==> src/rtl/phdlc_pkg.sv <==
// shared types, constants and fcs-16 update for the ppp hdlc receive deframer
package phdlc_pkg;

    localparam logic [7:0]  FLAG_BYTE = 8'h7e;
    localparam logic [7:0]  ESC_BYTE  = 8'h7d;
    localparam logic [7:0]  ESC_XOR   = 8'h20;
    localparam logic [7:0]  ADDR_BYTE = 8'hff;
    localparam logic [7:0]  CTRL_BYTE = 8'h03;
    localparam logic [15:0] FCS_INIT  = 16'hffff;
    localparam logic [15:0] FCS_GOOD  = 16'hf0b8;
    localparam logic [15:0] FCS_POLY  = 16'h8408;
    localparam logic [15:0] COUNT_MAX = 16'hffff;

    localparam logic [15:0] MAX_LEN_RESET = 16'd1500;

    localparam logic REG_ESCAPE_ENABLE = 1'b0;
    localparam logic REG_MAX_FRAME_LEN = 1'b1;

    localparam logic [1:0] STATUS_GOOD     = 2'd0;
    localparam logic [1:0] STATUS_BAD_FCS  = 2'd1;
    localparam logic [1:0] STATUS_BAD_HDR  = 2'd2;
    localparam logic [1:0] STATUS_OVERFLOW = 2'd3;

    typedef struct packed {
        logic [7:0]  data_byte;
        logic        is_last;
        logic [1:0]  frame_status;
        logic [15:0] frame_length;
    } result_t;

    function automatic logic [15:0] fcs16_update(input logic [15:0] fcs, input logic [7:0] b);
        logic [15:0] c;
        c = fcs ^ {8'h00, b};
        for (int i = 0; i < 8; i++) begin
            c = c[0] ? ((c >> 1) ^ FCS_POLY) : (c >> 1);
        end
        return c;
    endfunction

endpackage

==> src/rtl/phdlc_in_reg.sv <==
// input register stage holding one received byte
module phdlc_in_reg
    import phdlc_pkg::*;
(
    input  logic       aclk,
    input  logic       aresetn,
    input  logic       s_valid,
    output logic       s_ready,
    input  logic [7:0] s_rx_byte,
    input  logic       advance,
    output logic       in_valid,
    output logic [7:0] in_byte
);

    logic       valid_reg, valid_next;
    logic [7:0] byte_reg;

    assign s_ready    = !valid_reg || advance;
    assign valid_next = (s_valid && s_ready) || (valid_reg && !advance);

    always_ff @(posedge aclk) begin
        if (!aresetn) begin
            valid_reg <= 1'b0;
        end else begin
            valid_reg <= valid_next;
        end
    end

    always_ff @(posedge aclk) begin
        if (s_valid && s_ready) begin
            byte_reg <= s_rx_byte;
        end
    end

    assign in_valid = valid_reg;
    assign in_byte  = byte_reg;

endmodule

==> src/rtl/phdlc_core.sv <==
// frame state, unstuffing, fcs check and configuration registers
module phdlc_core
    import phdlc_pkg::*;
(
    input  logic        aclk,
    input  logic        aresetn,
    input  logic        cfg_we,
    input  logic        cfg_index,
    input  logic [15:0] cfg_data,
    input  logic        in_valid,
    input  logic [7:0]  in_byte,
    input  logic        out_space,
    output logic        advance,
    output logic        res_valid,
    output result_t     res
);

    logic        esc_en_reg;
    logic [15:0] max_len_reg;

    logic        in_frame_reg, in_frame_next;
    logic        esc_reg, esc_next;
    logic [15:0] count_reg, count_next;
    logic [15:0] fcs_reg, fcs_next;
    logic        hdr_ok_reg, hdr_ok_next;

    logic [7:0]  data;
    logic [15:0] idx;
    logic [15:0] close_len;

    assign advance   = in_valid && out_space;
    assign data      = esc_reg ? (in_byte ^ ESC_XOR) : in_byte;
    assign idx       = count_reg - 16'd1;
    assign close_len = count_reg - 16'd1;

    always_comb begin
        in_frame_next = in_frame_reg;
        esc_next      = esc_reg;
        count_next    = count_reg;
        fcs_next      = fcs_reg;
        hdr_ok_next   = hdr_ok_reg;
        res_valid     = 1'b0;
        res           = '0;
        if (!in_frame_reg) begin
            if (in_byte == FLAG_BYTE) begin
                in_frame_next = 1'b1;
                esc_next      = 1'b0;
                count_next    = 16'd1;
                fcs_next      = FCS_INIT;
                hdr_ok_next   = 1'b1;
            end
        end else if (in_byte == FLAG_BYTE) begin
            in_frame_next    = 1'b0;
            esc_next         = 1'b0;
            res_valid        = 1'b1;
            res.is_last      = 1'b1;
            res.frame_length = close_len;
            if (fcs_reg != FCS_GOOD) begin
                res.frame_status = STATUS_BAD_FCS;
            end else if (!hdr_ok_reg || close_len < 16'd2) begin
                res.frame_status = STATUS_BAD_HDR;
            end else begin
                res.frame_status = STATUS_GOOD;
            end
        end else if (esc_en_reg && in_byte == ESC_BYTE) begin
            esc_next = 1'b1;
        end else begin
            esc_next = 1'b0;
            if ((idx == 16'd0 && data != ADDR_BYTE) || (idx == 16'd1 && data != CTRL_BYTE)) begin
                hdr_ok_next = 1'b0;
            end
            fcs_next   = fcs16_update(fcs_reg, data);
            count_next = (count_reg < COUNT_MAX) ? count_reg + 16'd1 : count_reg;
            res_valid  = 1'b1;
            if (count_next >= max_len_reg) begin
                in_frame_next    = 1'b0;
                res.is_last      = 1'b1;
                res.frame_status = STATUS_OVERFLOW;
                res.frame_length = count_next - 16'd1;
            end else begin
                res.data_byte = data;
            end
        end
    end

    always_ff @(posedge aclk) begin
        if (!aresetn) begin
            esc_en_reg   <= 1'b1;
            max_len_reg  <= MAX_LEN_RESET;
            in_frame_reg <= 1'b0;
            esc_reg      <= 1'b0;
            count_reg    <= 16'd0;
            fcs_reg      <= FCS_INIT;
            hdr_ok_reg   <= 1'b1;
        end else begin
            if (cfg_we) begin
                case (cfg_index)
                    REG_ESCAPE_ENABLE: esc_en_reg  <= cfg_data[0];
                    REG_MAX_FRAME_LEN: max_len_reg <= cfg_data;
                    default: ;
                endcase
            end
            if (advance) begin
                in_frame_reg <= in_frame_next;
                esc_reg      <= esc_next;
                count_reg    <= count_next;
                fcs_reg      <= fcs_next;
                hdr_ok_reg   <= hdr_ok_next;
            end
        end
    end

endmodule

==> src/rtl/phdlc_out_reg.sv <==
// result register driving the output channel
module phdlc_out_reg
    import phdlc_pkg::*;
(
    input  logic        aclk,
    input  logic        aresetn,
    input  logic        load,
    input  result_t     res,
    output logic        out_space,
    output logic        m_valid,
    input  logic        m_ready,
    output logic [7:0]  m_data_byte,
    output logic        m_is_last,
    output logic [1:0]  m_frame_status,
    output logic [15:0] m_frame_length
);

    logic    valid_reg, valid_next;
    result_t res_reg;

    assign out_space  = !valid_reg || m_ready;
    assign valid_next = load || (valid_reg && !m_ready);

    always_ff @(posedge aclk) begin
        if (!aresetn) begin
            valid_reg <= 1'b0;
        end else begin
            valid_reg <= valid_next;
        end
    end

    always_ff @(posedge aclk) begin
        if (load) begin
            res_reg <= res;
        end
    end

    assign m_valid        = valid_reg;
    assign m_data_byte    = res_reg.data_byte;
    assign m_is_last      = res_reg.is_last;
    assign m_frame_status = res_reg.frame_status;
    assign m_frame_length = res_reg.frame_length;

endmodule

==> src/rtl/ppp_hdlc_receive_deframer_core.sv <==
// ppp hdlc-like receive deframer top level
// input channel s_*: one received serial byte per transaction
// output channel m_*: one unstuffed data byte per transaction, or a frame end
//   transaction (m_is_last high) carrying frame_status and frame_length
// opening flags, escape bytes and bytes outside a frame give no transaction
// configuration: cfg_we writes cfg_data into register cfg_index (0 escape
//   enable, 1 max frame length); user must write only while idle (unchecked)
// path: an accepted byte enters the input register, then the frame logic with
//   fcs-16 loads its result into the result register
// throughput: one byte per cycle unless m_ready stalls the output, with the
//   fcs-16 and frame state updates combinational between the registers
// stall: with the result register full and m_ready low, one more byte is
//   held in the input register before s_ready drops
// reset: aresetn low clears both registers, leaves the receiver waiting for
//   an opening flag, and restores escape enable 1 and max length 1500
module ppp_hdlc_receive_deframer_core
    import phdlc_pkg::*;
(
    input  logic        aclk,
    input  logic        aresetn,
    input  logic        cfg_we,
    input  logic        cfg_index,
    input  logic [15:0] cfg_data,
    input  logic        s_valid,
    output logic        s_ready,
    input  logic [7:0]  s_rx_byte,
    output logic        m_valid,
    input  logic        m_ready,
    output logic [7:0]  m_data_byte,
    output logic        m_is_last,
    output logic [1:0]  m_frame_status,
    output logic [15:0] m_frame_length
);

    logic       advance;
    logic       in_valid;
    logic [7:0] in_byte;
    logic       out_space;
    logic       res_valid;
    result_t    res;

    phdlc_in_reg u_in_reg (
        .aclk      (aclk),
        .aresetn   (aresetn),
        .s_valid   (s_valid),
        .s_ready   (s_ready),
        .s_rx_byte (s_rx_byte),
        .advance   (advance),
        .in_valid  (in_valid),
        .in_byte   (in_byte)
    );

    phdlc_core u_core (
        .aclk      (aclk),
        .aresetn   (aresetn),
        .cfg_we    (cfg_we),
        .cfg_index (cfg_index),
        .cfg_data  (cfg_data),
        .in_valid  (in_valid),
        .in_byte   (in_byte),
        .out_space (out_space),
        .advance   (advance),
        .res_valid (res_valid),
        .res       (res)
    );

    phdlc_out_reg u_out_reg (
        .aclk           (aclk),
        .aresetn        (aresetn),
        .load           (advance && res_valid),
        .res            (res),
        .out_space      (out_space),
        .m_valid        (m_valid),
        .m_ready        (m_ready),
        .m_data_byte    (m_data_byte),
        .m_is_last      (m_is_last),
        .m_frame_status (m_frame_status),
        .m_frame_length (m_frame_length)
    );

    a_last_no_data: assert property (@(posedge aclk) disable iff (!aresetn)
        m_valid && m_is_last |-> m_data_byte == 8'h00)
        else $error("frame end transaction carries a data byte");

    a_data_no_status: assert property (@(posedge aclk) disable iff (!aresetn)
        m_valid && !m_is_last |-> m_frame_status == STATUS_GOOD && m_frame_length == 16'd0)
        else $error("data transaction carries status or length");

    a_stall_only_when_full: assert property (@(posedge aclk) disable iff (!aresetn)
        !s_ready |-> in_valid && m_valid && !m_ready)
        else $error("input stalled while a stage was free");

    a_advance_needs_item: assert property (@(posedge aclk) disable iff (!aresetn)
        advance |-> in_valid && out_space)
        else $error("frame logic advanced without an item or output space");

endmodule
==> config.mk <==
export PLATFORM = sky130hd
export DESIGN_NAME = ppp_hdlc_receive_deframer_core
export DESIGN_NICKNAME = d
export VERILOG_FILES = /design/src/rtl/phdlc_pkg.sv /design/src/rtl/phdlc_in_reg.sv /design/src/rtl/phdlc_core.sv /design/src/rtl/phdlc_out_reg.sv /design/src/rtl/ppp_hdlc_receive_deframer_core.sv
export SDC_FILE = /design/constraint.sdc
export NUM_CORES = 1
export LEC_CHECK = 0
export ABC_CLOCK_PERIOD_IN_PS = 3600
export BUFFER_PORTS_ARGS = -buffer_cell sky130_fd_sc_hd__buf_2
export CAP_MARGIN = 20
export CORE_MARGIN = 2
export CORE_UTILIZATION = 40
export CTS_CLUSTER_SIZE = 25
export DETAILED_ROUTE_END_ITERATION = 8
export PLACE_DENSITY = 0.64
export RECOVER_POWER = 50
export REMOVE_ABC_BUFFERS = 1
export SYNTH_ARGS = -nofsm -noshare
export SYNTH_HDL_FRONTEND = slang
export SYNTH_SLANG_ARGS = --single-unit
==> constraint.sdc <==
create_clock -name aclk -period 3.6 [get_ports aclk]
set_input_delay 0.72 -clock aclk [delete_from_list [all_inputs] [get_ports aclk]]
set_output_delay 0.72 -clock aclk [all_outputs]
set_load 0.005 [all_outputs]
==> impl_results.md, run 1 <==
* Top delay family on crit path: compound AO/OA/AOI/OAI gates
* Clock Tree Buf Depth at 2
* Finish-stage setup viols at 0
* Worst-Margin Slew at 2160 ps
* Starting Density at 40.6%
* Final WS setup at 94.2 ps
* Final HPWL DP at 10,100 um
* Leak pwr at 2.45 nW
* Max Clk Rate at 0.285 GHz
* Post-CTS Hold Fix Bufs at 0
* Top layer used by detailed routing: met4
* Drt drc at 0
* CTS tree: built
* CP required at 3680 ps
* Failing checks: max-capacitance violations, max-slew violations
* Hold_sp: u_core.max_len_reg[5]
* Top_reg_cell synth: dfxtp_1
* CP startpoint kind: flop
* Post-Route M1 WL at 6470 um
* WHS Endpoint: u_core.max_len_reg[5]
* Worst VDD drop at 0.173 mV
* Average cell area after synthesis at 9.05 sq um
* Top post-synthesis cells by area: dfxtp_1 20%, edfxtp_1 20%, xnor2_1 5.8%
* Total power at 0.00218 W
* Cts bufs inserted at 9
* Root Driver: clkbuf_16
* Clk_lat worst skew at 340 ps
* DRT Pass-1 Iters at 5
* GRT Overall Usage at 19.0%
* Post-Place Setup Slack at -115 ps
* Antenna viol nets, final at 0
* Die footprint at 0.0143 sq mm
* Post-synth EDFFs at 35
* PD cells at 333 mW/mm^2
* Largest stage delay, worst path at 440 ps
* Routed WL per cell at 16.0 um
* FF-to-FF setup slack at 90 ps
* Final hold vios at 0
* H-tree Lvls at 3
* Syn Inst Count at 589
* Buffers on Ports at 58
* Min Clock Period, post-route at 3510 ps
* Core Rows at 42
* Die height at 119 um
* Yosys Warn Count at 0
* GP Congestion at 0.899
* Post-synth top area share at 20.3%
* Layout Nets at 724
* Reg2Reg Depth at 14
* Post-synth top cells: 77 x nand2_1, 54 x dfxtp_1, 35 x edfxtp_1, 35 x xnor2_1, 31 x nor2_1
* Global route overflow at 0
* Crit path kind: reg2reg
* Area added between synthesis and finish at 23.1%
* Status: complete, but fails checks
* Clock transition at path regs at 60 ps
* Reg-to-reg critical path endpoint: u_out_reg.m_frame_length[0]
* Hold slack final at 467 ps
* Worst-path fanout max at 5
* Buffers and inverters on the worst path at 1
* Endpoint type of the worst setup path: flop
* Synthesis-stage register bit count at 89
* Hold crit path type: reg2reg
* Final Util at 50.0%
* Wire length on met2 at 6220 um
* Layout cells sized above 1 at 25.0%
* Post-Route Setup TNS at 0 ps
* FFs w/ async S/R, synth at 0%
* Met3 wire len at 745 um
* Pin count of the biggest net entering global routing at 55
* Reg2Reg Launch Point: u_core.count_reg[0]
* Critical path data arrival time at 3580 ps
* Starting DRT DRC Count at 285
* First-pass GRT wire length at 21,800 um
* IO Count at 59
* Vias at 4,611
* Core area at 0.0131 sq mm
* Setup Skew at 7.65 ps
* Depth of the worst hold-timing path at 2
* Initial antenna violation count at 0
* Max transition margin at -44.0%
* Clk sinks at 89
* Vias in the first global route at 4,270
* CP max stage cell: a311o_2
* Ant. Diodes at 0
* Distinct cell type count after synthesis at 72
* WL final at 13,700 um
* MaxCap Viol Count at 1
* Sequence of cells on the critical path: ha_2 -> and3_4 -> and4_4 -> nor4_1 -> or2_4 -> ha_4 -> nand2b_1 -> o21bai_1 -> a221o_1 -> a32o_1 -> a311o_2 -> buf_6 -> a31oi_1 -> o22ai_1
* Top-count cell post-synth: nand2_1
* Die width at 119 um
* Final period util at 97.4%
* Via-to-Cell Ratio at 5.39
* Max-slew violations at 55
* Biggest area consumer among synthesized cells: dfxtp_1
* Post-synthesis cell area at 0.00533 sq mm
* Seq/Total Area, Yosys at 40.0%
==> worst register-to-register path, stage by stage, from the launching register on <==
cell and delay (ps):
dfxtp_2 320, ha_2 190, and3_4 190, and4_4 200, nor4_1 400, or2_4 230
ha_4 200, nand2b_1 70, o21bai_1 70, a221o_1 300, a32o_1 200, a311o_2 440
buf_6 170, a31oi_1 160, o22ai_1 100
==> per-layer routing <==
| metal | up-vias | global-route usage [%] |
|---|---|---|
| met5 | - | 0 |
| met4 | 0 | 6.25 |
| met3 | 18 | 3.40 |
| met2 | 137 | 29.1 |
| met1 | 2168 | 27.2 |
| li1 | 2288 | - |
==> cell usage in the layout (no fill, tap or decap), types with 14 or more instances in the layout <==
master and n:
a21oi_1 14, buf_2 48, buf_4 51, dfxtp_1 52, edfxtp_1 35, ha_1 16
inv_1 24, nand2_1 74, nand3_1 14, nor2_1 27, nor2b_1 18, o22ai_1 29
xnor2_1 32, xor2_1 18
==> worst max path at each step <==
stage	startpoint	to	depth (start not counted)
after detailed placement	u_core.count_reg[0]	u_out_reg.m_frame_status[0]	14
final	u_core.count_reg[0]	u_out_reg.m_frame_length[0]	14
after CTS	u_core.count_reg[0]	u_out_reg.m_frame_length[0]	14
after global placement	u_core.count_reg[0]	u_out_reg.m_frame_status[0]	14
after floorplan	u_core.count_reg[0]	u_out_reg.m_frame_length[10]	14
after global routing	u_core.count_reg[0]	u_out_reg.m_data_byte[3]	14
==> logic make-up (layout without fill, tap and decap cells) <==
logic type	after synthesis	count (layout)	synth area share, %
flops	89	89	40.0
xor+xnor	55	55	9.30
fa+ha+maj	20	20	4.69
compound gates	126	126	17.0
buf+inv	64	154	5.28
mux	5	5	0.986
simple gates	230	230	22.8
==> power by group <==
group	internal, W	total (W)	leakage [nW]	switching, W
combinational	0.0000487	0.000106	1.57	0.0000573
clock	0.000612	0.00101	0.152	0.000396
sequential	0.00106	0.00107	0.726	0.0000125
total	0.00172	0.00218	2.45	0.000466
==> what timing repair did <==
action                     CTS  global route
pin swaps                    1            15
setup endpoints to repair   27            28
setup buffers                0             4
gates resized for setup      4            40
==> per-stage QoR <==
step	cell area, sq um	cells
after CTS	6370	851
after floorplan	5140	550
after detailed placement	6040	835
after global placement	6040	835
final	6560	855
after global routing	6560	855
==> final cells by class <==
cell class / count / area, sq um
clock buffer: 10 / 229
inverter: 25 / 93.8
tap: 176 / 220
sequential: 89 / 2130
fill: 1262 / 6570
timing repair buffer: 113 / 698
multi-input combinational: 436 / 3100
clock inverter: 6 / 91.3
Note: power is estimated with default switching activity, not from simulation.
==> run 2: changes to the inputs <==
--- a/config.mk
+++ b/config.mk
@@ -12,6 +12,7 @@
 export CORE_UTILIZATION = 40
 export CTS_CLUSTER_SIZE = 25
 export DETAILED_ROUTE_END_ITERATION = 8
+export MAX_ROUTING_LAYER = met4
 export PLACE_DENSITY = 0.64
 export RECOVER_POWER = 50
 export REMOVE_ABC_BUFFERS = 1
==> impl_results.md, run 2 (synthesis gave the netlist of run 1 again) <==
* Status: complete, but fails checks
* Failing checks: max-capacitance violations, max-slew violations
* Min Clock Period, post-route at 3540 ps (+38.0 ps)
* Global route overflow at 0 (unchanged)
* Die height at 119 um (unchanged)
* Max Clk Rate at 0.282 GHz (-1.1%)
* Ant. Diodes at 0 (unchanged)
* Worst VDD drop at 0.196 mV (+13%)
* P_sw at 0.000470 W (+0.89%)
* Clk sinks at 89 (unchanged)
* PD cells at 324 mW/mm^2 (-2.6%)
* Pin count of the biggest net entering global routing at 55 (unchanged)
* Area added between synthesis and finish at 22.4%
* H-tree Lvls at 3 (unchanged)
* Clk_lat worst skew at 350 ps (about the same)
* Crit path kind: reg2reg
* Clock transition at path regs at 70 ps (about the same)
* Core area at 0.0131 sq mm (unchanged)
* IO Count at 59 (unchanged)
* Reg2Reg Launch Point: u_core.count_reg[0]
* Endpoint type of the worst setup path: flop
* CP startpoint: u_core.count_reg[0]
* GP Congestion at 0.891 (-0.87%)
* Vias in the first global route at 4,316 (+1.1%)
* Antenna viol nets, final at 0 (unchanged)
* Die footprint at 0.0143 sq mm (unchanged)
* Commonest non-fill, non-tap cell in the layout: nand2_1
* Routed WL per cell at 16.0 um (about the same)
* Initial antenna violation count at 0 (unchanged)
* Layout Nets at 725 (+0.14%)
* Max-slew violations at 55 (unchanged)
* Finish-stage setup viols at 0 (unchanged)
* First-pass GRT wire length at 22,100 um (+1.4%)
* Hold crit path type: reg2reg
* CP startpoint kind: flop
* Final hold vios at 0 (unchanged)
* Hold_sp: u_core.max_len_reg[1]
* Setup Skew at 11.0 ps (+3.35 ps)
* Core Rows at 42 (unchanged)
* MaxCap Viol Count at 1 (unchanged)
* Root Driver: clkbuf_16
* FF-to-FF setup slack at 60 ps (-40 ps)
* Final period util at 98.4% (+1.1 points)
* Buffers on Ports at 58 (unchanged)
* Gate power share at 4.9% (about the same)
* Final HPWL DP at 10,200 um (+1.1%)
* GRT Overall Usage at 20.1% (+1.0 points)
* Leak pwr at 2.46 nW (+0.68%)
* Net Sw Frac at 22.2% (+0.90 points)
* Layout cells sized above 1 at 24.1% (-0.92 points)
* DRT Pass-1 Iters at 7 (+2)
* Most frequent cells in the layout: 76 x nand2_1, 52 x buf_4, 52 x dfxtp_1
* Worst-path fanout max at 7 (+2)
* Starting Density at 40.6% (unchanged)
* CTS tree: built
* Starting DRT DRC Count at 272 (-4.6%)
* Cts bufs inserted at 9 (unchanged)
* Die width at 119 um (unchanged)
* Critical path data arrival time at 3770 ps (+190 ps)
* Clock share of power at 44.5% (-1.6 points)
* Post-Route Setup TNS at 0 ps (unchanged)
* WL final at 13,700 um (+0.15%)
* Worst-Margin Slew at 2100 ps (-56.1 ps)
* Via-to-Cell Ratio at 5.44 (+0.94%)
* Flop pwr share at 50.6% (+1.6 points)
* RSZ-0062 raised after global routing: yes
* CP required at 3830 ps (+150 ps)
* Cell internal pwr at 0.00164 W (-4.3%)
* Total power at 0.00211 W (-3.2%)
* Vias at 4,660 (+1.1%)
* Clock Tree Buf Depth at 2 (unchanged)
* Max transition margin at -40.3% (+3.7 points)
* Drt drc at 0 (unchanged)
==> run 2: layer usage <==
layer / track usage [%] / up-vias / part of all wire [%] / routed length, um
li1: - / 2286 / - / -
met1: 27.8 / 2189 / 48 / 6560
met2: 29.2 / 150 / 44 / 6000
met3: 2.78 / 35 / 5.3 / 722
met4: 8.90 / 0 / 3.0 / 404
met5: - / - / 0 / 0
==> run 2: final timing paths <==
check | cells past startpoint | to
worst min-delay path | 2 | u_core.max_len_reg[1]
worst max-delay path | 14 | u_out_reg.m_data_byte[6]
worst max register to register | 14 | u_out_reg.m_data_byte[6]
worst min register to register | 2 | u_core.max_len_reg[1]
==> run 2: what timing repair did <==
action                     CTS  global route
setup buffers                0             4
hold buffers                 0             0
resized for setup            4            33
setup endpoints to repair   16            28
pin swaps                    1            23
==> run 2: through the flow <==
stage	hold WS [ps]	cell area [sq um]	utilization [%]	instances	worst slack (ps)
after floorplan	443	5140	-	550	-178
after global placement	459	6050	46.0	836	-13.2
after detailed placement	461	6050	46.0	836	-118
after CTS	470	6350	48.4	852	3.92
after global routing	496	6520	49.7	856	-46.6
final	469	6520	49.7	856	56.2
==> run 2: final cells by class <==
| cell class | count | area, sq um |
|---|---|---|
| fillers | 1302 | 6610 |
| flip-flops and latches | 89 | 2130 |
| clock inverters | 6 | 66.3 |
| repair buffers | 114 | 704 |
| multi-input cells | 436 | 3080 |
| inverters | 25 | 93.8 |
| well taps | 176 | 220 |
| clock buffers | 10 | 229 |
==> run 2: power by group through the flow <==
| stage | Clock, W | Sequential, W | Combinational (W) |
|---|---|---|---|
| after floorplan | 0 | 0.00109 | 0.0000638 |
| after global placement | 0 | 0.00109 | 0.0000988 |
| after detailed placement | 0 | 0.00109 | 0.000101 |
| after CTS | 0.000960 | 0.00107 | 0.000102 |
| after global routing | 0.000991 | 0.00107 | 0.000116 |
| final | 0.000941 | 0.00107 | 0.000103 |
==> run 2: worst max-delay path: stages (launching register included) <==
cell and delay (ps):
dfxtp_2 340, ha_4 160, and3_4 180, and4_4 200, o31a_1 260, or2_2 320, ha_1 300, nand2b_1 80
o21bai_1 60, a221o_1 290, a32o_1 200, a311o_2 410, buf_6 170, nor3_4 260, and2_1 170
==> run 3: changes to the inputs <==
--- a/config.mk
+++ b/config.mk
@@ -13,7 +13,7 @@
 export CTS_CLUSTER_SIZE = 25
 export DETAILED_ROUTE_END_ITERATION = 8
 export MAX_ROUTING_LAYER = met4
-export PLACE_DENSITY = 0.64
+export PLACE_DENSITY = 0.63
 export RECOVER_POWER = 50
 export REMOVE_ABC_BUFFERS = 1
 export SYNTH_ARGS = -nofsm -noshare
==> impl_results.md, run 3 (synthesis gave the netlist of run 1 again) <==
* Drt drc at 0 (unchanged)
* Initial antenna violation count at 0 (unchanged)
* Reg2Reg Launch Point: u_core.count_reg[5]
* Worst-Margin Slew at 2030 ps (-72.8 ps)
* Clk_lat worst skew at 350 ps (about the same)
* CP startpoint kind: flop
* Max Clk Rate at 0.286 GHz (+1.2%)
* Post-Layout Inst Area at 0.00658 sq mm (+0.79%)
* Hold slack final at 468 ps (-1.60 ps)
* Die width at 119 um (unchanged)
* Grt met2 use at 30.2% (+1.0 points)
* Finish-stage setup viols at 0 (unchanged)
* Setup Skew at 9.19 ps (-1.82 ps)
* Ant. Diodes at 0 (unchanged)
* Clock Tree Buf Depth at 2 (unchanged)
* WHS Endpoint: u_core.max_len_reg[12]
* Reg2Reg Depth at 12 (-2)
* Hold_sp: u_core.max_len_reg[12]
* Core area at 0.0131 sq mm (unchanged)
* Min Clock Period, post-route at 3500 ps (-43.7 ps)
* Starting DRT DRC Count at 332 (+22%)
* CP required at 3690 ps (-140 ps)
* Commonest non-fill, non-tap cell in the layout: nand2_1
* Endpoint type of the worst setup path: flop
* Failing checks: max-capacitance violations, max-slew violations
* Hold crit path type: reg2reg
* GRT Overall Usage at 19.9% (-0.16 points)
* MaxCap Viol Count at 1 (unchanged)
* Status: complete, but fails checks
* Critical path data arrival time at 3590 ps (-180 ps)
* CP startpoint: u_core.count_reg[5]
* Most frequent cells in the layout: 75 x nand2_1, 52 x dfxtp_1, 50 x buf_4
* Post-CTS Hold Fix Bufs at 0 (unchanged)
* Worst VDD drop at 0.185 mV (-5.7%)
* Via-to-Cell Ratio at 5.47 (+0.46%)
* Final period util at 97.2% (-1.2 points)
* Clock transition at path regs at 70 ps (about the same)
* Routed WL per cell at 16.3 um (+1.7%)
* Global route overflow at 0 (unchanged)
* Final hold vios at 0 (unchanged)
* First-pass GRT wire length at 22,200 um (+0.38%)
* Vias at 4,676 (+0.34%)
* Leak pwr at 2.47 nW (+0.27%)
* Max transition margin at -35.4% (+4.9 points)
* Layout cells sized above 1 at 25.5% (+1.4 points)
* WL final at 13,900 um (+1.6%)
* Die height at 119 um (unchanged)
* Post-Route Setup TNS at 0 ps (unchanged)
* Clk sinks at 89 (unchanged)
* Depth of the worst hold-timing path at 2 (unchanged)
* Worst-path fanout max at 13 (+6)
* Top Usage Layer GRT: met2
* Met1 Use GR at 27.6% (-0.16 points)
* GP Congestion at 0.906 (+1.6%)
* DRT Pass-1 Iters at 5 (-2)
* Vias in the first global route at 4,414 (+2.3%)
* Met3 GRT Util at 3.21% (+0.43 points)
* CTS tree: built
* FF-to-FF setup slack at 100 ps (+40 ps)
* Core Rows at 42 (unchanged)
* Buffers on Ports at 58 (unchanged)
* Cts bufs inserted at 9 (unchanged)
* IO Count at 59 (unchanged)
* Max-slew violations at 55 (unchanged)
* Layout Nets at 724 (-0.14%)
* Antenna viol nets, final at 0 (unchanged)
* H-tree Lvls at 3 (unchanged)
* Pin count of the biggest net entering global routing at 55 (unchanged)
* Die footprint at 0.0143 sq mm (unchanged)
* Final Util at 50.0% (+0.39 points)
* Post-DP Area at 0.00601 sq mm (-0.62%)
* Reg-to-reg critical path endpoint: u_out_reg.m_frame_length[7]
* Starting Density at 40.6% (unchanged)
* Final HPWL DP at 10,000 um (-1.6%)
* Root Driver: clkbuf_16
* PD cells at 323 mW/mm^2 (-0.36%)
* Area added between synthesis and finish at 23.4%
* Crit path kind: reg2reg
run 3: stage by stage:
stage,setup WS [ps],total power (W),std cells
final,99.9,0.00212,855
after detailed placement,-122,0.00119,831
after floorplan,-178,0.00115,550
after global routing,-71.8,0.00219,855
after CTS,11.7,0.00214,847
after global placement,-18.8,0.00119,831
run 3: power breakdown:
group          internal (W)  switching [W]  total, W
clock              0.000541       0.000408  0.000949
combinational     0.0000486      0.0000555  0.000104
sequential          0.00106      0.0000123   0.00107
run 3: what timing repair did:
action	4_1_cts	5_1_grt
endpoints found under the setup margin	28	28
hold endpoints to repair	0	0
pin swaps	1	29
cloned	0	0
resized for setup	6	46
buffers inserted	0	8
run 3: cell type report:
class	count	area [sq um]
multi-input cells	436	3130
well taps	176	220
repair buffers	113	702
fillers	1259	6560
clock inverters	6	66.3
inverters	25	93.8
clock buffers	10	229
flip-flops and latches	89	2130
run 3: how the worst max path moves through the flow:
stage	end	slack, ps
finish	u_out_reg.m_frame_length[7]	100
floorplan	u_out_reg.m_frame_length[10]	-180
CTS	u_out_reg.m_frame_length[8]	10
global route	u_out_reg.m_frame_length[7]	-70
detailed placement	u_out_reg.m_frame_status[0]	-120
global placement	u_out_reg.m_frame_status[0]	-20
run 3: routing by layer:
layer  vias to the layer above  routed length (um)
li1                       2295                   -
met1                      2216                6600
met2                       146                6310
met3                        19                 781
met4                         0                 216
met5                         -                   0
run 3: critical path, stage by stage, from the launching register on:
cell and delay [ps]:
dfxtp_1 330, buf_4 220, nand4_1 260, nor4b_2 370
a21oi_1 160, ha_1 290, and3_1 170, a221o_1 320
a32o_1 210, a311o_2 420, buf_6 170, a311oi_2 260
a31oi_1 60
